[config.mk]
export PLATFORM = sky130hd
export DESIGN_NAME = smtd_delay_mod
export DESIGN_NICKNAME = d
export VERILOG_FILES = /design/src/rtl/smtd_pkg.sv /design/src/rtl/smtd_delay_mod.sv
export SDC_FILE = /design/constraint.sdc
export NUM_CORES = 1
export LEC_CHECK = 0
export BUFFER_PORTS_ARGS = -buffer_cell sky130_fd_sc_hd__clkbuf_2
export CAP_MARGIN = 5
export CORE_MARGIN = 2
export CORE_UTILIZATION = 35
export CTS_CLUSTER_SIZE = 40
export DETAILED_ROUTE_END_ITERATION = 6
export GPL_TIMING_DRIVEN = 0
export PLACE_DENSITY_LB_ADDON = 0.25
export SYNTH_ARGS = -nofsm -noshare
export SYNTH_HDL_FRONTEND = slang
export SYNTH_SLANG_ARGS = --single-unit
[constraint.sdc]
create_clock -name clk -period 0.8 [get_ports clk]
set_input_delay 0.04 -clock clk [delete_from_list [all_inputs] [get_ports clk]]
set_output_delay 0.04 -clock clk [all_outputs]
set_load 0.05 [all_outputs]
[src/rtl/smtd_pkg.sv]
// ----------------------------------------------------------------------------
// smtd_pkg
// Shared types and constants for the sparse multi-tap delay unit.
// ----------------------------------------------------------------------------
package smtd_pkg;

  // default sizes
  localparam int DEF_BUFFER_DEPTH = 4096;
  localparam int DEF_MAX_TAPS     = 64;
  localparam int DEF_SAMPLE_WIDTH = 24;

  // fixed field widths
  localparam int GAIN_W      = 16;
  localparam int TAP_INDEX_W = 6;
  localparam int TAP_DELAY_W = 12;
  localparam int ACTIVE_W    = 7;
  localparam int FRAC_BITS   = 15;

  // command codes carried in tuser
  localparam logic CMD_SAMPLE    = 1'b0;
  localparam logic CMD_TAP_WRITE = 1'b1;

  // controller states
  typedef enum logic [2:0] {
    ST_CLEAR,
    ST_IDLE,
    ST_TAP_RED1,
    ST_TAP_RED2,
    ST_TAP_WRITE,
    ST_RUN,
    ST_DONE
  } smtd_state_t;

  // multiply-accumulate controls
  typedef struct packed {
    logic clear;
    logic mul_en;
    logic acc_en;
  } smtd_mac_ctrl_t;

endpackage

[src/rtl/smtd_delay_mod.sv]
// ----------------------------------------------------------------------------
// smtd_delay_mod
// Reduces a tap delay modulo the buffer depth: reciprocal multiply, back
// multiply, then one conditional subtract. Two register stages.
// ----------------------------------------------------------------------------
module smtd_delay_mod #(
  parameter int BUFFER_DEPTH = smtd_pkg::DEF_BUFFER_DEPTH,
  parameter int AW           = (BUFFER_DEPTH > 1) ? $clog2(BUFFER_DEPTH) : 1
) (
  input  logic                             clk,
  input  logic [smtd_pkg::TAP_DELAY_W-1:0] delay,
  output logic [AW-1:0]                    delay_mod
);
  import smtd_pkg::*;

  localparam int SHIFT   = 24;
  localparam int RECIP_W = 25;
  localparam int RW      = 18;
  localparam logic [RECIP_W-1:0] RECIP = RECIP_W'((64'd1 << SHIFT) / BUFFER_DEPTH);
  localparam logic [RW-1:0]      DEPTH_C = RW'(BUFFER_DEPTH);

  logic [TAP_DELAY_W+RECIP_W-1:0] prod_q;
  logic [TAP_DELAY_W-1:0]         quot;
  logic [TAP_DELAY_W-1:0]         delay_s1;
  logic [TAP_DELAY_W+RW-1:0]      prod_b;
  logic [TAP_DELAY_W-1:0]         rem;
  logic [RW-1:0]                  rem_ext;
  logic [RW-1:0]                  rem_fix;

  // stage 1: quotient estimate, never above the true quotient
  assign prod_q = TAP_DELAY_W'(delay) * RECIP;

  always_ff @(posedge clk) begin
    quot     <= prod_q[SHIFT +: TAP_DELAY_W];
    delay_s1 <= delay;
  end

  // stage 2: remainder estimate, below twice the depth
  assign prod_b = quot * DEPTH_C;

  always_ff @(posedge clk) begin
    rem <= delay_s1 - prod_b[TAP_DELAY_W-1:0];
  end

  // final correction
  assign rem_ext   = RW'(rem);
  assign rem_fix   = (rem_ext >= DEPTH_C) ? (rem_ext - DEPTH_C) : rem_ext;
  assign delay_mod = rem_fix[AW-1:0];

endmodule

==> results.sh <==
export IMPL_status="finished with violations"
export IMPL_violations="setup timing"
export IMPL_cp_top_family="flip-flops"
export IMPL_grt_pass1_vias=260
export IMPL_synth_area_per_cell_um2=20.02
export IMPL_syn_num_nets=37
export IMPL_drv_cap=0
export IMPL_cp_max_fo=1
export IMPL_grt_max_degree=14
export IMPL_wl_met1_um=286
export IMPL_htree_num_levels=1
export IMPL_rsz0062_at_grt="yes"
export IMPL_rr_worst_depth=0
export IMPL_cts_root_buf="clkbuf_4"
export IMPL_clk_pin_slew_ns=0.12
export IMPL_internal_power_uw=1689
export IMPL_power_density_nw_per_um2=2365
export IMPL_die_x_um=41.05
export IMPL_synth_seq_cells=24
export IMPL_synthCells=24
export IMPL_required_ns=0.76
export IMPL_synth_top_area_share_pct=100.0
export IMPL_multi_input_area_um2=0
export IMPL_dpl_instance_area_um2=619.3
export IMPL_wl_per_cell_um=9.620
export IMPL_core_area_um2=1285
export IMPL_slew_violations=0
export IMPL_post_synth_top_area_cell="dfxtp_1"
export IMPL_port_buffers=24
export IMPL_grt_ovfl_total=0
export IMPL_setup_ws_ns=-0.04801
export IMPL_synth_warnings=0
export IMPL_skew_ns=0.002968
export IMPL_seq_area_frac_synth_pct=100.0
export IMPL_vdd_ir_drop_max_v=0.001259
export IMPL_ant_nets=0
export IMPL_clock_latency_ns=0.30
export IMPL_num_multi_input_gates=0
export IMPL_swShare_pct=22.46
export IMPL_hp_class="flip-flop to flip-flop"
export IMPL_start_util_pct=37.39
export IMPL_cts_buffers=3
export IMPL_final_cell_mix="12 x dfxtp_1, 12 x dlygate4sd3_1, 12 x clkbuf_2, 12 x dfxtp_2, 11 x buf_8"
export IMPL_place_ws_ns=0.1908
export IMPL_fin_nets=78
export IMPL_crit_type="flip-flop to primary output"
export IMPL_antenna_found_initial=0
export IMPL_finalHoldViolCount=0
export IMPL_relSlewSlack_pct=92.01
export IMPL_holdCritStartpoint="delay_s1[11]"
export IMPL_gp_congestion=0.5050
export IMPL_grt_pass1_wl_mm=1.014
export IMPL_pwr_share_comb_pct=13.1
export IMPL_leakage_uw=0.0004175
export IMPL_reg2reg_from="delay_s1[2]"
export IMPL_ff2ff_setup_slack_ns=0.39
export IMPL_worst_slew_pin_slew_ns=0.1198
export IMPL_grtUsageTotal_pct=10.35
export IMPL_min_period_ns=0.8480
export IMPL_holdPathStages=0
export IMPL_critPathSlowestCell="dfxtp_2"
export IMPL_cts_sinks=24
export IMPL_worstSetupEndpointType="primary output"
export IMPL_startpoint="rem[8]"
export IMPL_clockBufferDepth=2
export IMPL_power_frac_seq_pct=59.3
export IMPL_num_io_pins=25
export IMPL_crit_chain="clkbuf_16"
export IMPL_n_antenna_cell=0
export IMPL_drt_pre_antenna_iters=1
export IMPL_drive_above_1_share_pct=62.50
export IMPL_highest_layer="met3"
export IMPL_fin_area_um2=920.9
export IMPL_period_share_pct=106.0
export IMPL_synth_area_top_cells="dfxtp_1 100%"
export IMPL_wl_met2_um=435
export IMPL_post_route_drc_count=0
export IMPL_vias=281
export IMPL_chipHeight_um=41.05
export IMPL_routed_via_density=3.557
export IMPL_cts_tree="yes"
export IMPL_wirelength_um=760
export IMPL_critPathLaunchType="flip-flop"
export IMPL_r2r_end="rem[2]"
export IMPL_max_freq_mhz=1179
export IMPL_pwr_share_clk_pct=27.6
export IMPL_cp_arrival_ns=0.81
export IMPL_syn2layout_area_growth_pct=91.67
export IMPL_slowest_delay_ns=0.35
export IMPL_cp_num_buf_inv=1
export IMPL_dr_wl_met3_um=37
export IMPL_drt_iter0_drc=0
export IMPL_crit_path_end="delay_mod[8]"
export IMPL_dieArea_um2=1685
export IMPL_cp_num_cells=1
export IMPL_ys_types=1
export IMPL_syn_area_um2=480.5
export IMPL_finalSetupViolCount=12
export IMPL_netSwitchingPower_uw=489.3
export IMPL_num_rows=13
[area by class of cell]
class	count	area (um2)
tap	15	18.77
clock buffer	4	36.28
sequential	24	495.5
fill	85	364.1
timing repair buffer	36	370.4
[power groups by stage]
stage	logic [uW]	registers [uW]	clock network, uW
2_1_floorplan	0	1410	0
3_3_place_gp	170	1300	0
3_5_place_dp	171	1300	0
4_1_cts	270	1280	615
5_1_grt	298	1300	663
6_report	286	1290	602
[cell usage after synthesis, drive strengths merged]
library cell / number
dfxtp: 24
[flip-flops by register name, indices dropped and copies added, names as in the netlist]
| signal | flops |
|---|---|
| delay_s1 | 12 |
| rem | 12 |
[through the flow]
step	power, uW	hold slack (ns)	std cells	utilization [%]	TNS [ns]
final	2178	0.3342	79	71.67	-0.3698
after global routing	2259	0.3366	79	71.67	-0.7980
after CTS	2170	0.3343	79	70.59	-0.6830
after detailed placement	1471	0.1439	63	48.20	0
after global placement	1467	0.1423	63	48.20	0
after floorplan	1413	0.06772	24	-	0
[repair_timing]
item | in CTS | in global routing
resized for setup | 37 | 11
hold endpoints to repair | 12 | 0
endpoints found under the setup margin | 12 | 12
hold buffers | 12 | 0
setup buffers | 0 | 0
[how the worst min path moves through the flow]
stage,to,slack [ns]
floorplan,delay_s1[0],0.07
detailed placement,delay_s1[7],0.14
CTS,rem[11],0.33
global route,rem[8],0.34
global placement,delay_s1[8],0.14
finish,rem[11],0.33
[kinds of logic (layout without fill, tap and decap cells)]
kind of cell | after synthesis | count (layout) | share of synthesized area [%]
DFF | 24 | 24 | 100.0
buffers and inverters | 0 | 40 | 0
[per-layer routing]
metal,vias to the layer above,global-route usage [%]
li1,153,-
met1,115,8.136
met2,13,19.14
met3,0,3.261
met4,0,10.00
met5,-,0
Note: power is estimated with default switching activity, not from simulation.
