==> src/rtl/smtd_ram.sv <==
// ----------------------------------------------------------------------------
// smtd_ram
// Simple dual-port RAM: one write port, one read port, registered read data.
// ----------------------------------------------------------------------------
module smtd_ram #(
  parameter int WIDTH = 8,
  parameter int DEPTH = 16,
  parameter int AW    = (DEPTH > 1) ? $clog2(DEPTH) : 1
) (
  input  logic             clk,
  input  logic             we,
  input  logic [AW-1:0]    waddr,
  input  logic [WIDTH-1:0] wdata,
  input  logic [AW-1:0]    raddr,
  output logic [WIDTH-1:0] rdata
);

  logic [WIDTH-1:0] mem [0:DEPTH-1];

  // write port
  always_ff @(posedge clk) begin
    if (we) begin
      mem[waddr] <= wdata;
    end
  end

  // registered read port
  always_ff @(posedge clk) begin
    rdata <= mem[raddr];
  end

endmodule

==> config.mk <==
export PLATFORM = sky130hd
export DESIGN_NAME = smtd_ram
export DESIGN_NICKNAME = d
export VERILOG_FILES = /design/src/rtl/smtd_ram.sv
export SDC_FILE = /design/constraint.sdc
export NUM_CORES = 1
export LEC_CHECK = 0
export BUFFER_PORTS_ARGS = -buffer_cell sky130_fd_sc_hd__buf_2
export CAP_MARGIN = 20
export CORE_MARGIN = 1
export CORE_UTILIZATION = 48
export DETAILED_ROUTE_END_ITERATION = 10
export GPL_TIMING_DRIVEN = 0
export HOLD_SLACK_MARGIN = 0.08
export PLACE_DENSITY = 0.68
export SYNTH_ARGS = -nofsm -noshare
export SYNTH_HDL_FRONTEND = slang
export SYNTH_SLANG_ARGS = --single-unit
==> constraint.sdc <==
create_clock -name clk -period 2.2 [get_ports clk]
set_input_delay 0.11 -clock clk [delete_from_list [all_inputs] [get_ports clk]]
set_output_delay 0.11 -clock clk [all_outputs]
set_load 0.02 [all_outputs]
==> results of run 1 <==
## layout by cell type (no fill, tap or decap), drive strengths merged
cell and n:
a22oi 16, and2 1, and2b 1, buf 35, bufinv 6, clkbuf 18
clkdlybuf4s25 3, clkinv 6, clkinvlp 1, dfxtp 8, dlygate4sd3 11, edfxtp 128
mux4 32, nand2 9, nand2b 2, nand3 1, nand3b 2, nor2 13
nor2b 1, nor3 4, or3b 1
## logic make-up after synthesis
group | after synthesis | synth area share
multiplexers | 32 | 0.150
flip-flops | 136 | 0.778
AND/OR/NAND/NOR | 35 | 0.0318
AO/OA/AOI/OAI | 16 | 0.0233
buffers and inverters | 10 | 0.0168
## worst paths after layout
kind                                  from         end  slack (ns)  cells after the start
worst max-delay path              waddr[0]  mem[12][1]        0.58                      4
worst min register to register  mem[15][0]    rdata[0]        0.69                      3
worst min-delay path              waddr[3]   mem[0][0]        0.16                      3
worst max register to register   mem[1][1]    rdata[1]        0.71                      3
## registers in the layout, indices dropped and copies added (netlist names)
name,flops
rdata,8
mem,128
## power groups by stage
stage | Sequential [mW] | Clock (mW) | Combinational (mW)
6_report | 2.91 | 3.07 | 0.311
4_1_cts | 2.91 | 3.10 | 0.315
3_5_place_dp | 2.97 | 0 | 0.299
5_1_grt | 2.92 | 3.22 | 0.331
2_1_floorplan | 2.98 | 0 | 0.147
3_3_place_gp | 2.96 | 0 | 0.289
## tightest hold or removal path: cells and delay by family
family / cells / cell delay (ns)
buf+inv: 1 / 0.11
simple gates: 2 / 0.26
## per-layer routing
metal | routed length (µm) | share of wire | up-vias
li1 | - | - | 1096
met1 | 4680 | 0.46 | 1288
met2 | 4980 | 0.49 | 68
met3 | 427 | 0.042 | 6
met4 | 55 | 0.0054 | 0
met5 | 0 | 0 | -
## cell type report
type / instances / share of cell area
Buffer: 10 / 0.0139
Clock buffer: 18 / 0.0672
Clock inverter: 13 / 0.0366
Multi-Input combinational cell: 83 / 0.170
Sequential cell: 136 / 0.644
Tap cell: 136 / 0.0274
Timing Repair Buffer: 39 / 0.0414
==> impl_metrics.env, run 1 <==
export IMPL_outcome="finished clean"
export IMPL_holdCritPathClass="input port to register"
export IMPL_synth_nets=247
export IMPL_cts_hold_buffers=11
export IMPL_routed_wl_mm=10.1
export IMPL_setup_viol=0
export IMPL_ctsResizeCount=0
export IMPL_cts_buffers=17
export IMPL_io_buffer_count=24
export IMPL_dp_cells=393
export IMPL_drt_iter0_drc=198
export IMPL_syn_avg_cell_area_um2=22.5
export IMPL_first_pass_iters=4
export IMPL_synth_distinct_cells=19
export IMPL_drive_gt1_frac=0.288
export IMPL_yosysMostFrequentCell="edfxtp_1"
export IMPL_synth_cell_area_mm2=0.00515
export IMPL_ant_nets=0
export IMPL_fin_nets=305
export IMPL_die_w_um=106
export IMPL_internal_power_mw=5.08
export IMPL_clk_latency_ns=0.51
export IMPL_drv_cap=0
export IMPL_irDropWorstVdd_v=0.000538
export IMPL_start_kind="input port"
export IMPL_grtUsageMet2=0.312
export IMPL_grt_util_met3=0.0594
export IMPL_fill_cells=769
export IMPL_finalCriticalPeriod_ns=1.62
export IMPL_slowest_delay_ns=0.70
export IMPL_synth_seq_cells=136
export IMPL_grt_ovfl_total=0
export IMPL_multi_input_area_mm2=0.00106
export IMPL_track_usage=0.197
export IMPL_cp_end_kind="register"
export IMPL_finalWorstSetupSlack_ns=0.579
export IMPL_path_clk_slew_ns=0.06
export IMPL_final_area_mm2=0.00622
export IMPL_yosysTopAreaCell="edfxtp_1"
export IMPL_finalMaxSlewViolations=0
export IMPL_cp_cell_sequence="dlygate4sd3_1 -> buf_2 -> nor3_1 -> dlygate4sd3_1"
export IMPL_die_h_um=106
export IMPL_worstMarginPinSlew_ns=0.825
export IMPL_synth_common_cells="128 x edfxtp_1, 18 x mux4_2, 16 x a22oi_1"
export IMPL_post_route_util=0.600
export IMPL_sw_frac_of_total=0.193
export IMPL_rsz0062_at_grt="no"
export IMPL_post_dp_cell_area_mm2=0.00547
export IMPL_seq_area_frac_synth=0.778
export IMPL_ys_top_cells_by_area="edfxtp_1 75%, mux4_2 7.9%, mux4_1 7.1%"
export IMPL_antenna_diode_count=0
export IMPL_seqPwrFrac=0.462
export IMPL_fin_skew_ns=0.00735
export IMPL_grt_first_pass_wirelength_mm=14.9
export IMPL_grt_pass1_vias=2539
export IMPL_p_comb_frac=0.049
export IMPL_clockBufferDepth=2
export IMPL_synthArstFlopShare=0
export IMPL_fin_total_pwr_mw=6.30
export IMPL_start_util=0.496
export IMPL_area_delta_synth_final_pct=20.9
export IMPL_path_delay_family="buffers and inverters"
export IMPL_synth_top_flop_cell="edfxtp_1"
export IMPL_p_leak_nw=2.12
export IMPL_cts_root_buffer="clkbuf_8"
export IMPL_drc_errors=0
export IMPL_post_route_period_util=0.737
export IMPL_htreeDepth=4
export IMPL_tns_ns=0
export IMPL_dp_slack_ns=0.342
export IMPL_hold_violations=0
export IMPL_top_usage_layer="met2"
export IMPL_p_clk_frac=0.488
export IMPL_path_class="input port to register"
export IMPL_antenna_found_initial=0
export IMPL_vias=2458
export IMPL_synth_warnings=0
export IMPL_synth_top_area_frac=0.747
export IMPL_hold_slack_ns=0.158
export IMPL_gp_congestion=0.843
export IMPL_syn_inst=229
export IMPL_dieArea_mm2=0.0111
export IMPL_rows=37
export IMPL_post_cts_buffers=0
export IMPL_crit_slowest_cell="dlygate4sd3_1"
export IMPL_core_region_area_mm2=0.0104
export IMPL_p_per_area_mw_per_mm2=1010
export IMPL_vias_per_cell=5.65
export IMPL_crit_top_cell="dlygate4sd3_1"
export IMPL_grt_max_degree=17
export IMPL_slew_limit_headroom=0.448
export IMPL_dpl_hpwl_mm=6.40
export IMPL_cts_sinks=136
export IMPL_worst_endpoint_required_ns=2.41
export IMPL_regArea_mm2=0.00400
export IMPL_worstPathArrival_ns=1.83
export IMPL_path_buf_inv=3
export IMPL_crit_path_max_fanout=7
export IMPL_fmax_ghz=0.617
export IMPL_grtUsageMet1=0.268
export IMPL_cts_tree="yes"
export IMPL_wl_per_cell_um=23.3
export IMPL_synth_edf_count=128
export IMPL_ios=26
export IMPL_netSwitchingPower_mw=1.21
export IMPL_final_cells=435
(Power assumes the default switching activity.)
==> run 2, diff against run 1 <==
Clock period 2.2 ns to 1.5 ns, I/O delays scaled along.
==> impl_metrics.env, run 2 (same netlist as run 1, synthesis figures left out) <==
export IMPL_outcome="finished clean"
export IMPL_largestRegisters="mem: 128 flops, rdata: 8 flops"
export IMPL_worstPathArrival_ns=1.81
export IMPL_rsz0062_at_grt="no"
export IMPL_path_clk_slew_ns=0.06
export IMPL_cp_end_kind="register"
export IMPL_worstMarginPinSlew_ns=0.834
export IMPL_cts_tree="yes"
export IMPL_cts_buffers=17
export IMPL_drt_iter0_drc=240
export IMPL_crit_path_max_fanout=1
export IMPL_netSwitchingPower_mw=1.73
export IMPL_internal_power_mw=7.11
export IMPL_fmax_ghz=0.695
export IMPL_dp_slack_ns=-0.296
export IMPL_start_util=0.496
export IMPL_sw_frac_of_total=0.195
export IMPL_path_buf_inv=0
export IMPL_finalMaxSlewViolations=0
export IMPL_hold_violations=0
export IMPL_p_comb_frac=0.053
export IMPL_hold_slack_ns=0.125
export IMPL_vias=2467
export IMPL_slowest_delay_ns=0.54
export IMPL_p_leak_nw=2.09
export IMPL_most_common_layout_cells="128 x edfxtp_1, 28 x buf_2, 18 x mux4_2"
export IMPL_routed_wl_mm=10.3
export IMPL_grt_first_pass_wirelength_mm=15.1
export IMPL_cp_cell_sequence="mux4_1 -> a22oi_1 -> nand2_1"
export IMPL_fin_skew_ns=0.0126
export IMPL_ant_nets=0
export IMPL_finalWorstSetupSlack_ns=0.0617
export IMPL_post_cts_buffers=0
export IMPL_path_delay_family="multiplexers"
export IMPL_first_pass_iters=5
export IMPL_die_h_um=106
export IMPL_vias_per_cell=5.65
export IMPL_slew_limit_headroom=0.442
export IMPL_core_region_area_mm2=0.0104
export IMPL_antenna_diode_count=0
export IMPL_drc_errors=0
export IMPL_tns_ns=0
export IMPL_io_buffer_count=24
export IMPL_post_route_period_util=0.959
export IMPL_clockBufferDepth=2
export IMPL_drive_gt1_frac=0.269
export IMPL_final_common_cell="edfxtp_1"
export IMPL_cts_root_buffer="clkbuf_8"
export IMPL_holdCritPathClass="input port to register"
export IMPL_track_usage=0.200
export IMPL_seqPwrFrac=0.483
export IMPL_ios=26
export IMPL_worst_endpoint_required_ns=1.87
export IMPL_setup_viol=0
export IMPL_wl_per_cell_um=23.5
export IMPL_die_w_um=106
export IMPL_gp_congestion=0.747
export IMPL_finalCriticalPeriod_ns=1.44
export IMPL_cts_sinks=136
export IMPL_post_route_util=0.596
export IMPL_p_per_area_mw_per_mm2=1430
export IMPL_path_class="register to register"
export IMPL_antenna_found_initial=0
export IMPL_fin_nets=306
export IMPL_area_delta_synth_final_pct=20.1
export IMPL_drv_cap=0
export IMPL_grt_pass1_vias=2563
export IMPL_p_clk_frac=0.464
export IMPL_largest_reg_flops=128
export IMPL_clk_latency_ns=0.51
export IMPL_dpl_hpwl_mm=6.37
export IMPL_grt_max_degree=17
export IMPL_rows=37
export IMPL_grt_ovfl_total=0
export IMPL_fin_total_pwr_mw=8.83
export IMPL_irDropWorstVdd_v=0.000821
export IMPL_dieArea_mm2=0.0111
export IMPL_crit_slowest_cell="mux4_1"
export IMPL_regMostFlops="mem"
export IMPL_start_kind="register"
export IMPL_htreeDepth=4
[run 2: changes by cell type in the layout (fill, tap and decap cells not counted), sizes merged]
cell         before  now
buf              35   34
bufinv            6    4
clkbuf           18   21
clkinv            6    5
clkinvlp          1    2
dlygate4sd3      11   13
[run 2: final timing paths]
path	startpoint	to	slack (ns)	cells after the start
worst max-delay path	mem[7][2]	rdata[2]	0.06	3
worst min-delay path	raddr[0]	rdata[0]	0.13	4
worst max register to register	mem[7][2]	rdata[2]	0.06	3
worst min register to register	mem[11][3]	rdata[3]	0.70	3
[run 2: worst min-delay path, stage by stage]
cell and delay, ns:
buf_6 0.11, mux4_1 0.22, a22oi_1 0.10, nand2_1 0.09
[run 2: layout make-up]
cell class | count | area [µm²]
Sequential cell | 136 | 4000
Multi-Input combinational cell | 83 | 1070
Tap cell | 136 | 170
Timing Repair Buffer | 40 | 270
Buffer | 10 | 86.3
Clock buffer | 21 | 429
Fill cell | 766 | 4190
Clock inverter | 11 | 154
[run 2: what timing repair did]
action,CTS,global route
gates resized for setup,0,1
hold endpoints to repair,147,0
setup endpoints to repair,0,4
hold buffers,13,0
[run 2: power by group through the flow]
| stage | Clock, mW | Combinational [mW] | Sequential (mW) |
|---|---|---|---|
| floorplan | 0 | 0.216 | 4.38 |
| global placement | 0 | 0.428 | 4.34 |
| detailed placement | 0 | 0.439 | 4.35 |
| CTS | 4.14 | 0.467 | 4.27 |
| global route | 4.31 | 0.494 | 4.28 |
| finish | 4.10 | 0.466 | 4.27 |
[run 2: metal layers]
layer | global-route usage | vias up | share of wire
met2 | 0.307 | 104 | 0.50
li1 | - | 1094 | -
met3 | 0.0544 | 4 | 0.065
met4 | 0.0685 | 0 | 0.0060
met5 | 0 | - | 0
met1 | 0.280 | 1265 | 0.43
[run 2: metrics by stage]
step,cells,area (µm²)
detailed placement,392,5460
global route,437,6180
CTS,437,6180
finish,437,6180
floorplan,229,5150
global placement,389,5440
==> run 3, diff against run 2 <==
Settings changed: PLACE_DENSITY 0.68 to 0.64.
==> impl_metrics.env, run 3 (same netlist as run 1, synthesis figures left out) <==
export IMPL_outcome="finished clean"
export IMPL_drive_gt1_frac=0.280
export IMPL_p_leak_nw=2.09
export IMPL_final_cells=436
export IMPL_hold_violations=0
export IMPL_drv_cap=0
export IMPL_post_route_period_util=0.988
export IMPL_worstMarginPinSlew_ns=0.848
export IMPL_clockBufferDepth=2
export IMPL_wl_per_cell_um=22.2
export IMPL_top_layer_used="met4"
export IMPL_dp_cells=392
export IMPL_fin_skew_ns=0.00653
export IMPL_die_h_um=106
export IMPL_first_pass_iters=4
export IMPL_met2_length_mm=4.61
export IMPL_antenna_found_initial=0
export IMPL_setup_viol=0
export IMPL_dr_wl_met3_um=567
export IMPL_rr_worst_depth=3
export IMPL_drt_iter0_drc=220
export IMPL_most_common_layout_cells="128 x edfxtp_1, 28 x buf_2, 18 x mux4_2"
export IMPL_rows=37
export IMPL_dp_slack_ns=-0.261
export IMPL_ant_nets=0
export IMPL_core_region_area_mm2=0.0104
export IMPL_cts_root_buffer="clkbuf_8"
export IMPL_grt_max_degree=17
export IMPL_fill_cells=777
export IMPL_reg2reg_slack_ns=0.11
export IMPL_hold_depth=4
export IMPL_largestRegisters="mem: 128 flops, rdata: 8 flops"
export IMPL_grt_first_pass_wirelength_mm=14.9
export IMPL_vias_per_cell=5.55
export IMPL_ctsResizeCount=0
export IMPL_ios=26
export IMPL_track_usage=0.196
export IMPL_path_class="input port to register"
export IMPL_gp_congestion=0.694
export IMPL_dieArea_mm2=0.0111
export IMPL_final_area_mm2=0.00618
export IMPL_area_delta_synth_final_pct=20.1
export IMPL_worst_endpoint_required_ns=1.72
export IMPL_slew_limit_headroom=0.433
export IMPL_start_util=0.496
export IMPL_io_buffer_count=24
export IMPL_regToRegStartpoint="mem[5][0]"
export IMPL_holdCritPathClass="input port to register"
export IMPL_post_dp_cell_area_mm2=0.00546
export IMPL_die_w_um=106
export IMPL_path_clk_slew_ns=0.06
export IMPL_routed_wl_mm=9.66
export IMPL_cts_sinks=136
export IMPL_drc_errors=0
export IMPL_met1_length_mm=4.41
export IMPL_fin_nets=305
export IMPL_crit_path_end="mem[12][7]"
export IMPL_rsz0062_at_grt="yes"
export IMPL_finalWorstSetupSlack_ns=0.0173
export IMPL_worstPathArrival_ns=1.70
export IMPL_cts_tree="yes"
export IMPL_irDropWorstVdd_v=0.000628
export IMPL_grt_pass1_vias=2493
export IMPL_largest_reg_flops=128
export IMPL_hold_slack_ns=0.114
export IMPL_clk_latency_ns=0.51
export IMPL_vias=2418
export IMPL_cts_buffers=17
export IMPL_antenna_diode_count=0
export IMPL_final_common_cell="edfxtp_1"
export IMPL_finalMaxSlewViolations=0
export IMPL_post_route_util=0.596
export IMPL_dpl_hpwl_mm=5.97
export IMPL_r2r_end="rdata[0]"
export IMPL_grt_ovfl_total=0
export IMPL_start_kind="input port"
export IMPL_crit_start="waddr[1]"
export IMPL_fin_total_pwr_mw=8.92
export IMPL_regMostFlops="mem"
export IMPL_tns_ns=0
export IMPL_fmax_ghz=0.674
export IMPL_finalCriticalPeriod_ns=1.48
export IMPL_p_per_area_mw_per_mm2=1440
export IMPL_htreeDepth=4
export IMPL_cp_end_kind="register"
export IMPL_crit_path_max_fanout=5
-- run 3: changes by cell type in the layout (fill, tap and decap cells not counted), sizes merged --
cell | previous run | this run
clkinv | 5 | 3
clkbuf | 21 | 23
dlygate4sd3 | 13 | 12
-- run 3: what timing repair did --
item,CTS,global route
endpoints found under the hold margin,146,0
setup endpoints to repair,0,9
hold buffers,12,0
buffers inserted,0,0
-- run 3: where the power goes --
| part | switching (mW) | internal, mW |
|---|---|---|
| Clock | 1.46 | 2.74 |
| Combinational | 0.264 | 0.191 |
| Sequential | 0.0179 | 4.25 |
-- run 3: final cells by class --
class / count / area, µm² / area share
flip-flops and latches: 136 / 4000 / 0.648
clock inverters: 9 / 150 / 0.0243
clock buffers: 23 / 447 / 0.0723
repair buffers: 39 / 260 / 0.0421
multi-input cells: 83 / 1060 / 0.172
well taps: 136 / 170 / 0.0275
plain buffers: 10 / 86.3 / 0.0140
-- run 3: critical path: stages --
cell	delay [ns]
buf_2	0.13
dlygate4sd3_1	0.65
nor3_1	0.59
buf_4	0.26
-- run 3: worst min path at each step --
stage          slack, ns         to  startpoint
5_1_grt             0.12   rdata[0]    raddr[0]
2_1_floorplan       0.17  mem[0][0]    wdata[0]
3_3_place_gp        0.47  mem[6][6]    wdata[6]
4_1_cts             0.10   rdata[0]    raddr[0]
3_5_place_dp        0.49  mem[6][6]    wdata[6]
6_report            0.11   rdata[0]    raddr[0]
-- run 3: routing by layer --
metal	up-vias	global-route usage
met2	64	0.287
met5	-	0
met4	0	0.0784
met3	5	0.0519
met1	1261	0.285
li1	1088	-
