## config.mk

```make
export PLATFORM = sky130hd
export DESIGN_NAME = smtd_mac
export DESIGN_NICKNAME = d
export VERILOG_FILES = /design/src/rtl/smtd_pkg.sv /design/src/rtl/smtd_mac.sv
export SDC_FILE = /design/constraint.sdc
export NUM_CORES = 1
export LEC_CHECK = 0
export ABC_AREA = 1
export BUFFER_PORTS_ARGS = -buffer_cell sky130_fd_sc_hd__buf_2
export CORE_UTILIZATION = 60
export CTS_BUF_LIST = sky130_fd_sc_hd__clkbuf_8
export CTS_CLUSTER_SIZE = 20
export DETAILED_ROUTE_END_ITERATION = 16
export PLACE_DENSITY_LB_ADDON = 0.25
export SYNTH_ARGS = -nofsm -noshare
export SYNTH_HDL_FRONTEND = slang
export SYNTH_SLANG_ARGS = --single-unit
export TNS_END_PERCENT = 100
```

## constraint.sdc

```tcl
create_clock -name clk -period 9.3 [get_ports clk]
set_input_delay 2.325 -clock clk [delete_from_list [all_inputs] [get_ports clk]]
set_output_delay 2.325 -clock clk [all_outputs]
set_load 0.1 [all_outputs]
```

## src/rtl/smtd_pkg.sv

```systemverilog
// ----------------------------------------------------------------------------
// smtd_pkg
// Shared types and constants for the sparse multi-tap delay unit.
// ----------------------------------------------------------------------------
package smtd_pkg;

  // default sizes
  localparam int DEF_BUFFER_DEPTH = 4096;
  localparam int DEF_MAX_TAPS     = 64;
  localparam int DEF_SAMPLE_WIDTH = 24;

  // fixed field widths
  localparam int GAIN_W      = 16;
  localparam int TAP_INDEX_W = 6;
  localparam int TAP_DELAY_W = 12;
  localparam int ACTIVE_W    = 7;
  localparam int FRAC_BITS   = 15;

  // command codes carried in tuser
  localparam logic CMD_SAMPLE    = 1'b0;
  localparam logic CMD_TAP_WRITE = 1'b1;

  // controller states
  typedef enum logic [2:0] {
    ST_CLEAR,
    ST_IDLE,
    ST_TAP_RED1,
    ST_TAP_RED2,
    ST_TAP_WRITE,
    ST_RUN,
    ST_DONE
  } smtd_state_t;

  // multiply-accumulate controls
  typedef struct packed {
    logic clear;
    logic mul_en;
    logic acc_en;
  } smtd_mac_ctrl_t;

endpackage

```

## src/rtl/smtd_mac.sv

```systemverilog
// ----------------------------------------------------------------------------
// smtd_mac
// Gain times sample multiply, accumulate, then round from Q.15 and saturate.
// ----------------------------------------------------------------------------
module smtd_mac #(
  parameter int SAMPLE_WIDTH = smtd_pkg::DEF_SAMPLE_WIDTH,
  parameter int MAX_TAPS     = smtd_pkg::DEF_MAX_TAPS
) (
  input  logic                               clk,
  input  smtd_pkg::smtd_mac_ctrl_t           ctrl,
  input  logic signed [smtd_pkg::GAIN_W-1:0] gain,
  input  logic signed [SAMPLE_WIDTH-1:0]     sample,
  output logic signed [SAMPLE_WIDTH-1:0]     result
);
  import smtd_pkg::*;

  localparam int TW     = (MAX_TAPS > 1) ? $clog2(MAX_TAPS) : 1;
  localparam int PROD_W = SAMPLE_WIDTH + GAIN_W;
  localparam int ACC_W  = PROD_W + TW + 1;
  localparam int QW     = ACC_W - FRAC_BITS;
  localparam logic signed [QW-1:0] SAT_HI = {{(TW + 3){1'b0}}, {(SAMPLE_WIDTH - 1){1'b1}}};
  localparam logic signed [QW-1:0] SAT_LO = {{(TW + 3){1'b1}}, {(SAMPLE_WIDTH - 1){1'b0}}};
  localparam logic signed [ACC_W-1:0] HALF = ACC_W'(1 << (FRAC_BITS - 1));

  logic signed [PROD_W-1:0] prod;
  logic signed [ACC_W-1:0]  acc;
  logic signed [ACC_W-1:0]  rounded;
  logic signed [QW-1:0]     quant;

  // product register
  always_ff @(posedge clk) begin
    if (ctrl.mul_en) begin
      prod <= gain * sample;
    end
  end

  // accumulator
  always_ff @(posedge clk) begin
    if (ctrl.clear) begin
      acc <= '0;
    end else if (ctrl.acc_en) begin
      acc <= acc + ACC_W'(prod);
    end
  end

  // round half up, floor shift, clamp
  assign rounded = acc + HALF;
  assign quant   = rounded[ACC_W-1:FRAC_BITS];

  always_comb begin
    if (quant > SAT_HI) begin
      result = SAT_HI[SAMPLE_WIDTH-1:0];
    end else if (quant < SAT_LO) begin
      result = SAT_LO[SAMPLE_WIDTH-1:0];
    end else begin
      result = quant[SAMPLE_WIDTH-1:0];
    end
  end

endmodule

```

==> impl_metrics.ini, run 1 <==
[floorplan]
coreArea_mm2 = 0.0369
floorplan.initialDensity = 0.614
top_level_ports = 68
die_w_um = 196
die-area_mm2 = 0.0385
die_y_um = 196
rows = 70

[min_path]
hold_path.startpoint = acc[0]
hold_path_depth = 2
min_path_type = reg2reg
worst_hold_path.endpoint = acc[0]

[global_routing]
grt_ovf = 0
grt.total_usage = 0.355
initial_antenna_violation_count = 0
via_count_of_the_first_global_routing_pass = 21000
pin_count_of_the_biggest_net_entering_global_routing = 60
grt_pass1_wl_um = 107000

[sta]
timing.final.ws_setup_ps = 1290
worst_clock_skew_ps = 19.5
maxSlewHeadroom = 0.302
setup_total_negative_slack_ps = 0
timing.fmax_mhz = 125
period_minus_slack_ps = 8010
final_min_period_over_clock_period = 0.861
final-max-slew-violation-count = 0
grt_setup_unrepaired = false
hold_violations = 0
setup_viol = 0
tightest_slew_ps = 1050

[clock_network]
worst_setup_hold_path_clk_slew_ps = 110
clock_sinks = 87
tritoncts = done
cts_resized = 0
cts-buffers-inserted = 9
clock_path_buffers = 2
postCtsSetupBuffers = 0
cts.hold.buffers_added = 0
clock_tree.htree_level_count = 3
cts_root_buffer = clkbuf_8
clock_insertion_delay_worst_skew_ps = 400

[outcome]
status = complete, no violations

[placement]
routabilityCongestion = 0.959
placement.setup.worst_slack_ps = 876
count_of_buffers_from_port_buffering = 67
dp_hpwl_um = 56000
number_of_placed_instances_taps_included = 3754

[setup_path]
cp_slowest_stage_delay_ps = 920
cp.required_ps = 9470
worst_setup_slack_for_register_to_register_paths_ps = 6650
cp-end-kind = register
crit_fanout = 24
arrival_ps = 8170
critical-path-top-cell-by-count = fa_1
worst_path_max_delay_cell = fa_1
r2r_end = acc[32]
cp-start-kind = input pin
worstReg2RegStart = acc[0]
reg2reg_depth = 13
cp_class = in2reg
timing.critical_path.cells = buf_2, nand2_1, fa_1, inv_1, fa_1, fa_1, fa_1, fa_1, inv_1, fa_1, inv_1, ha_1, nand2_1, nor2_1, inv_1, nor4_1, o21ai_0, nand3_1, xor2_1

[run]
drv.max_cap_violation_count = 0

[logic_synthesis]
ys_seq_area_frac = 0.0946
nets_in_the_synthesized_netlist = 3836
count_of_mapped_cells_out_of_synthesis = 3272
syn_avg_cell_area_um2 = 6.92
post_synth_num_cell_types = 40
ys_seq_elements = 87
synth_warnings = 0
post_synth_instance_area_mm2 = 0.0227

[drt]
drc_errors = 0
routed_wire_length_per_instance_um = 17.3
top_layer_used = met4
ant_nets = 0
detailroute.via_count = 20000
first_iter_violations = 1482
routed-wl-met2_um = 32800
route.final.wire_length_um = 65400
vias_per_cell = 5.31
drt-met1-wl_um = 26100
met3_wl_um = 3830
drt-pass1-iter-count = 5

[final_layout]
non_filler_instance_count_after_layout = 3770
layout_commonest_cell = nand2_1
layout-area-overhead-vs-synth_pct = 3.59
mostFrequentLayoutCells = nand2_1 (914), inv_1 (903), fa_1 (375)
layout_cells_sized_above_1 = 0.0361
antenna_fix_cells = 0
fin_nets = 3825
==> metrics by stage <==
step	hold slack [ps]	util	area, um^2
after floorplan	445	-	22700
after global placement	452	0.631	23300
after detailed placement	494	0.631	23300
after CTS	507	0.636	23500
after global routing	527	0.636	23500
final	509	0.636	23500
==> cells in the mapped netlist (all sizes together) <==
cell    count  area, um^2
a211oi      2        15.0
a21boi      5        37.5
a21o       13        97.6
a21oi     109         546
a31o        3        26.3
a31oi      10        62.6
and2        2        12.5
and3        1        6.26
buf         6        45.0
clkbuf     87         327
clkinv      2        8.75
dfxtp      47         941
edfxtp     40        1200
fa        375        7510
ha        145        1810
inv       904        3390
nand2     922        3490
nand2b      1        6.26
nand3     104         526
nand3b      1        7.51
nand4      25         156
nor2      268        1050
nor3       17        85.1
nor4        4        25.0
o21a        1        7.51
o21ai      70         350
o21bai     21         158
o221ai      1        8.76
or2         6        37.5
xnor2      15         131
xor2       65         569
==> layout make-up <==
class | instances | area, um^2
Multi-Input combinational cell | 2186 | 16700
Fill cell | 3386 | 13400
Inverter | 906 | 3400
Sequential cell | 87 | 2140
Tap cell | 504 | 631
Timing Repair Buffer | 71 | 365
Clock buffer | 11 | 151
Clock inverter | 5 | 37.5
==> flip-flops by register name, summed over array words and instances, names as in the netlist <==
register and count:
acc 47, prod 40
==> logic make-up (layout without fill, tap and decap cells) <==
family          Yosys count  after routing  share of synthesized area
compound gates          235            235                     0.0578
simple gates           1351           1351                      0.239
fa+ha+maj               520            520                      0.411
xor+xnor                 80             80                     0.0309
buf+inv                 999            993                      0.167
flops                    87             87                     0.0946
==> critical path: cells and delay by family <==
kind | cells | cell delay [ps]
xor gates and xnor gates | 1 | 70
and+or+nand+nor | 5 | 930
AOI/OAI and AO/OA | 1 | 150
buffers and inverters | 5 | 660
adders and majority gates | 7 | 4020
==> routing by layer <==
metal / vias to the layer above / global-route usage
li1: 9486 / -
met1: 9613 / 0.441
met4: 0 / 0.138
met5: - / 0
met3: 146 / 0.0364
met2: 773 / 0.635
==> worst max path at each step <==
stage / startpoint / to / slack [ps] / depth (start not counted)
global route: gain[5] / prod[37] / 900 / 19
CTS: gain[5] / prod[39] / 1290 / 19
detailed placement: gain[5] / prod[39] / 880 / 19
finish: gain[5] / prod[39] / 1290 / 19
global placement: gain[4] / prod[39] / 1030 / 19
floorplan: sample[23] / prod[39] / 1480 / 21
Power of run 1 is not shown: default switching activity piles up to over one toggle a cycle in this logic, so the estimate is an artifact.
==> run 2: changes to the inputs <==
--- a/config.mk
+++ b/config.mk
@@ -12,6 +12,7 @@
 export CTS_CLUSTER_SIZE = 20
 export DETAILED_ROUTE_END_ITERATION = 16
 export PLACE_DENSITY_LB_ADDON = 0.25
+export RECOVER_POWER = 25
 export SYNTH_ARGS = -nofsm -noshare
 export SYNTH_HDL_FRONTEND = slang
 export SYNTH_SLANG_ARGS = --single-unit
==> impl_metrics.ini, run 2 (same netlist as run 1, synthesis figures left out) <==
[drt]
drc_errors = 0
routed_wire_length_per_instance_um = 17.3
first_iter_violations = 1486
vias_per_cell = 5.31
detailroute.via_count = 20000
ant_nets = 0
route.final.wire_length_um = 65400
drt-pass1-iter-count = 5

[clock_network]
postCtsSetupBuffers = 0
cts_resized = 0
clock_sinks = 87
cts-buffers-inserted = 9
cts_root_buffer = clkbuf_8
clock_insertion_delay_worst_skew_ps = 400
worst_setup_hold_path_clk_slew_ps = 110
tritoncts = done
clock_tree.htree_level_count = 3
cts.hold.buffers_added = 0
clock_path_buffers = 2

[global_routing]
pin_count_of_the_biggest_net_entering_global_routing = 60
grt_pass1_wl_um = 107000
grt_ovf = 0
grt.total_usage = 0.355
initial_antenna_violation_count = 0
via_count_of_the_first_global_routing_pass = 21000

[sta]
grt_setup_unrepaired = false
setup_viol = 0
final-max-slew-violation-count = 101
worst_clock_skew_ps = 19.5
hold_violations = 0
setup_total_negative_slack_ps = 0
tightest_slew_ps = 3040
timing.fmax_mhz = 125
maxSlewHeadroom = -1.03
timing.final.ws_setup_ps = 1300
period_minus_slack_ps = 8000
final_min_period_over_clock_period = 0.860

[placement]
placement.setup.worst_slack_ps = 876
count_of_buffers_from_port_buffering = 67
routabilityCongestion = 0.959
dp_hpwl_um = 56000

[final_layout]
top_register = acc
mostFrequentLayoutCells = nand2_1 (914), inv_1 (903), fa_1 (375)
reg_top3 = acc x47, prod x40
layout_commonest_cell = nand2_1
fin_nets = 3825
layout_cells_sized_above_1 = 0.0352
antenna_fix_cells = 0
multi_input_area_mm2 = 0.0167
largest_reg_flops = 47
nFillCells = 3390
seq_area_mm2 = 0.00214
utilization = 0.636
layout-area-overhead-vs-synth_pct = 3.56

[setup_path]
timing.critical_path.cells = buf_2, nand2_1, fa_1, inv_1, fa_1, fa_1, fa_1, fa_1, inv_1, fa_1, inv_1, ha_1, nand2_1, nor2_1, inv_1, nor4_1, o21ai_0, nand3_1, xor2_1
cp-end-kind = register
cp.required_ps = 9470
cp_slowest_stage_delay_ps = 920
worst_path_dominant_cell_family = adder cells
crit_fanout = 24
arrival_ps = 8170
critical_path_buf_inv_count = 5
worst_path_max_delay_cell = fa_1
cp_class = in2reg
critical-path-top-cell-by-count = fa_1
cp-start-kind = input pin

[outcome]
violations = capacitance limit, slew limit
status = complete, but fails checks

[floorplan]
rows = 70
die_w_um = 196
floorplan.initialDensity = 0.614
die_y_um = 196
top_level_ports = 68
coreArea_mm2 = 0.0369
die-area_mm2 = 0.0385

[run]
drv.max_cap_violation_count = 2

[min_path]
min_path_type = reg2reg
==> run 2: cell types whose count changed in the layout (fill, tap and decap cells not counted) <==
cell and delta:
clkbuf_1 +3, buf_4 -1, buf_2 -2
==> run 2: final timing paths <==
path / start / end / slack (ps) / cells past startpoint
hold reg to reg: acc[0] / acc[0] / 510 / 2
setup / recovery: gain[5] / prod[39] / 1300 / 19
setup reg to reg: acc[0] / acc[32] / 6560 / 13
hold / removal: acc[0] / acc[0] / 510 / 2
==> run 2: per-layer routing <==
layer	GRT usage	share of wire	vias up
met5	0	0	-
met4	0.138	0.040	0
met3	0.0364	0.059	144
met2	0.635	0.50	773
met1	0.441	0.40	9622
li1	-	-	9487
==> run 2: per-stage QoR <==
step	std cells	hold WS, ps	instance area [um^2]
global placement	3754	452	23300
floorplan	3272	445	22700
detailed placement	3754	494	23300
finish	3770	509	23500
CTS	3770	507	23500
global route	3770	527	23500
==> run 2: worst reg2reg max path: cells and delay by family, from the launching register on <==
| kind | cells | cell delay (ps) |
|---|---|---|
| AOI/OAI and AO/OA | 1 | 320 |
| adders and majority gates | 2 | 680 |
| buffers and inverters | 2 | 120 |
| DFF | 1 | 350 |
| and+or+nand+nor | 8 | 1190 |
==> run 2: cell type report <==
type / instances / share of cell area
Timing Repair Buffer: 71 / 0.0153
Sequential cell: 87 / 0.0913
Inverter: 906 / 0.145
Clock buffer: 11 / 0.00645
Tap cell: 504 / 0.0269
Multi-Input combinational cell: 2186 / 0.713
Clock inverter: 5 / 0.00160
Power of run 2 is left out for the same reason.
==> run 3: changes to the inputs <==
--- a/config.mk
+++ b/config.mk
@@ -9,6 +9,7 @@
 export BUFFER_PORTS_ARGS = -buffer_cell sky130_fd_sc_hd__buf_2
 export CORE_UTILIZATION = 60
 export CTS_BUF_LIST = sky130_fd_sc_hd__clkbuf_8
+export CTS_CLUSTER_DIAMETER = 80
 export CTS_CLUSTER_SIZE = 20
 export DETAILED_ROUTE_END_ITERATION = 16
 export PLACE_DENSITY_LB_ADDON = 0.25
==> constraint.sdc (replaced) <==
create_clock -name clk -period 8.6 [get_ports clk]
set_input_delay 2.15 -clock clk [delete_from_list [all_inputs] [get_ports clk]]
set_output_delay 2.15 -clock clk [all_outputs]
set_load 0.1 [all_outputs]
==> impl_metrics.ini, run 3 (same netlist as run 1, synthesis figures left out) <==
[setup_path]
worst_path_max_delay_cell = fa_1
cp.required_ps = 8730
r2r_end = acc[20]
worst_setup_path_startpoint = sample[23]
worstReg2RegStart = acc[0]
critical-path-top-cell-by-count = fa_1
cp-end-kind = register
arrival_ps = 8050
worst_setup_slack_for_register_to_register_paths_ps = 5910
cp-start-kind = input pin
reg2reg_depth = 13
crit_fanout = 16
timing.critical_path.cells = buf_2, nand2_1, fa_1, inv_1, fa_1, inv_1, fa_1, fa_1, fa_1, fa_1, inv_1, ha_1, a21oi_1, inv_1, a31oi_1, o21ai_0, a21oi_1, nand3_1, xor2_1
cp_class = in2reg
cp_slowest_stage_delay_ps = 940

[placement]
routabilityCongestion = 1.01
number_of_placed_instances_taps_included = 3761
dp_hpwl_um = 56700
placement.setup.worst_slack_ps = 298
count_of_buffers_from_port_buffering = 67

[drt]
vias_per_cell = 5.31
ant_nets = 0
routed_wire_length_per_instance_um = 17.5
detailroute.via_count = 20000
first_iter_violations = 1459
drc_errors = 0
drt-pass1-iter-count = 6
route.final.wire_length_um = 66200

[sta]
period_minus_slack_ps = 7920
maxSlewHeadroom = -1.08
setup_total_negative_slack_ps = 0
tightest_slew_ps = 3120
final-max-slew-violation-count = 101
final_min_period_over_clock_period = 0.921
hold_violations = 0
timing.fmax_mhz = 126
grt_setup_unrepaired = false
timing.final.ws_setup_ps = 681
worst_clock_skew_ps = 24.2
setup_viol = 0

[global_routing]
groute.layer.met3.usage = 0.0464
grt.total_usage = 0.359
pin_count_of_the_biggest_net_entering_global_routing = 60
via_count_of_the_first_global_routing_pass = 21100
gr-usage-met1 = 0.442
initial_antenna_violation_count = 1
top_usage_layer = met2
grt_pass1_wl_um = 107000
global_route.usage.met2 = 0.628
grt_ovf = 0

[final_layout]
utilization = 0.638
multi_input_area_mm2 = 0.0167
non_filler_instance_count_after_layout = 3777
mostFrequentLayoutCells = nand2_1 (914), inv_1 (905), fa_1 (375)
nFillCells = 3407
reg_top3 = acc x47, prod x40
top_register = acc
layout_commonest_cell = nand2_1
layout_cells_sized_above_1 = 0.0361
largest_reg_flops = 47
layout-area-overhead-vs-synth_pct = 3.87
fin_nets = 3832
seq_area_mm2 = 0.00214

[floorplan]
top_level_ports = 68
die_y_um = 196
coreArea_mm2 = 0.0369
floorplan.initialDensity = 0.614
rows = 70
die-area_mm2 = 0.0385
die_w_um = 196

[outcome]
status = complete, but fails checks
violations = capacitance limit, slew limit

[run]
drv.max_cap_violation_count = 2

[clock_network]
cts_root_buffer = clkbuf_8
clock_path_buffers = 2
cts.hold.buffers_added = 0
cts-buffers-inserted = 9
clock_tree.htree_level_count = 3
tritoncts = done
cts_resized = 0
worst_setup_hold_path_clk_slew_ps = 100
clock_insertion_delay_worst_skew_ps = 390
postCtsSetupBuffers = 0
clock_sinks = 87

[min_path]
min_path_type = reg2reg
worst_hold_path.endpoint = acc[0]
hold_path_depth = 2
hold_path.startpoint = acc[0]
## run 3: changes by cell type in the layout (fill, tap and decap cells not counted)
cell / previous run / this run
diode_2: 0 / 1
bufinv_16: 0 / 2
clkinv_1: 1 / 2
inv_6: 2 / 0
buf_4: 3 / 10
clkbuf_8: 11 / 9
clkinv_2: 2 / 1
inv_1: 903 / 905
clkinvlp_4: 2 / 1
## run 3: final cells by class
cell class | count | area share
Inverter | 906 | 0.145
Timing Repair Buffer | 78 | 0.0175
Sequential cell | 87 | 0.0910
Multi-Input combinational cell | 2186 | 0.711
Tap cell | 504 | 0.0268
Antenna cell | 1 | 0.000106
Clock buffer | 9 | 0.00526
Clock inverter | 6 | 0.00335
## run 3: per-layer routing
metal | vias to the layer above | share of wire
li1 | 9496 | -
met1 | 9630 | 0.40
met2 | 750 | 0.49
met3 | 171 | 0.064
met4 | 0 | 0.046
met5 | - | 0
## run 3: worst max-delay path by stage
stage               cells after the start  endpoint
finish                                 19  prod[36]
floorplan                              21  prod[39]
global route                           19  prod[36]
global placement                       19  prod[36]
CTS                                    19  prod[36]
detailed placement                     19  prod[36]
## run 3: stage by stage
stage | cell area [um^2] | hold slack (ps)
2_1_floorplan | 22700 | 445
3_3_place_gp | 23300 | 452
3_5_place_dp | 23300 | 461
4_1_cts | 23500 | 477
5_1_grt | 23500 | 495
6_report | 23500 | 475
## run 3: critical path, delay by kind of cell
family | cells | cell delay, ps
adders and majority gates | 7 | 3970
and+or+nand+nor | 2 | 310
xor gates and xnor gates | 1 | 150
buffers and inverters | 5 | 580
AOI/OAI and AO/OA | 4 | 880
Power of run 3 is left out for the same reason.
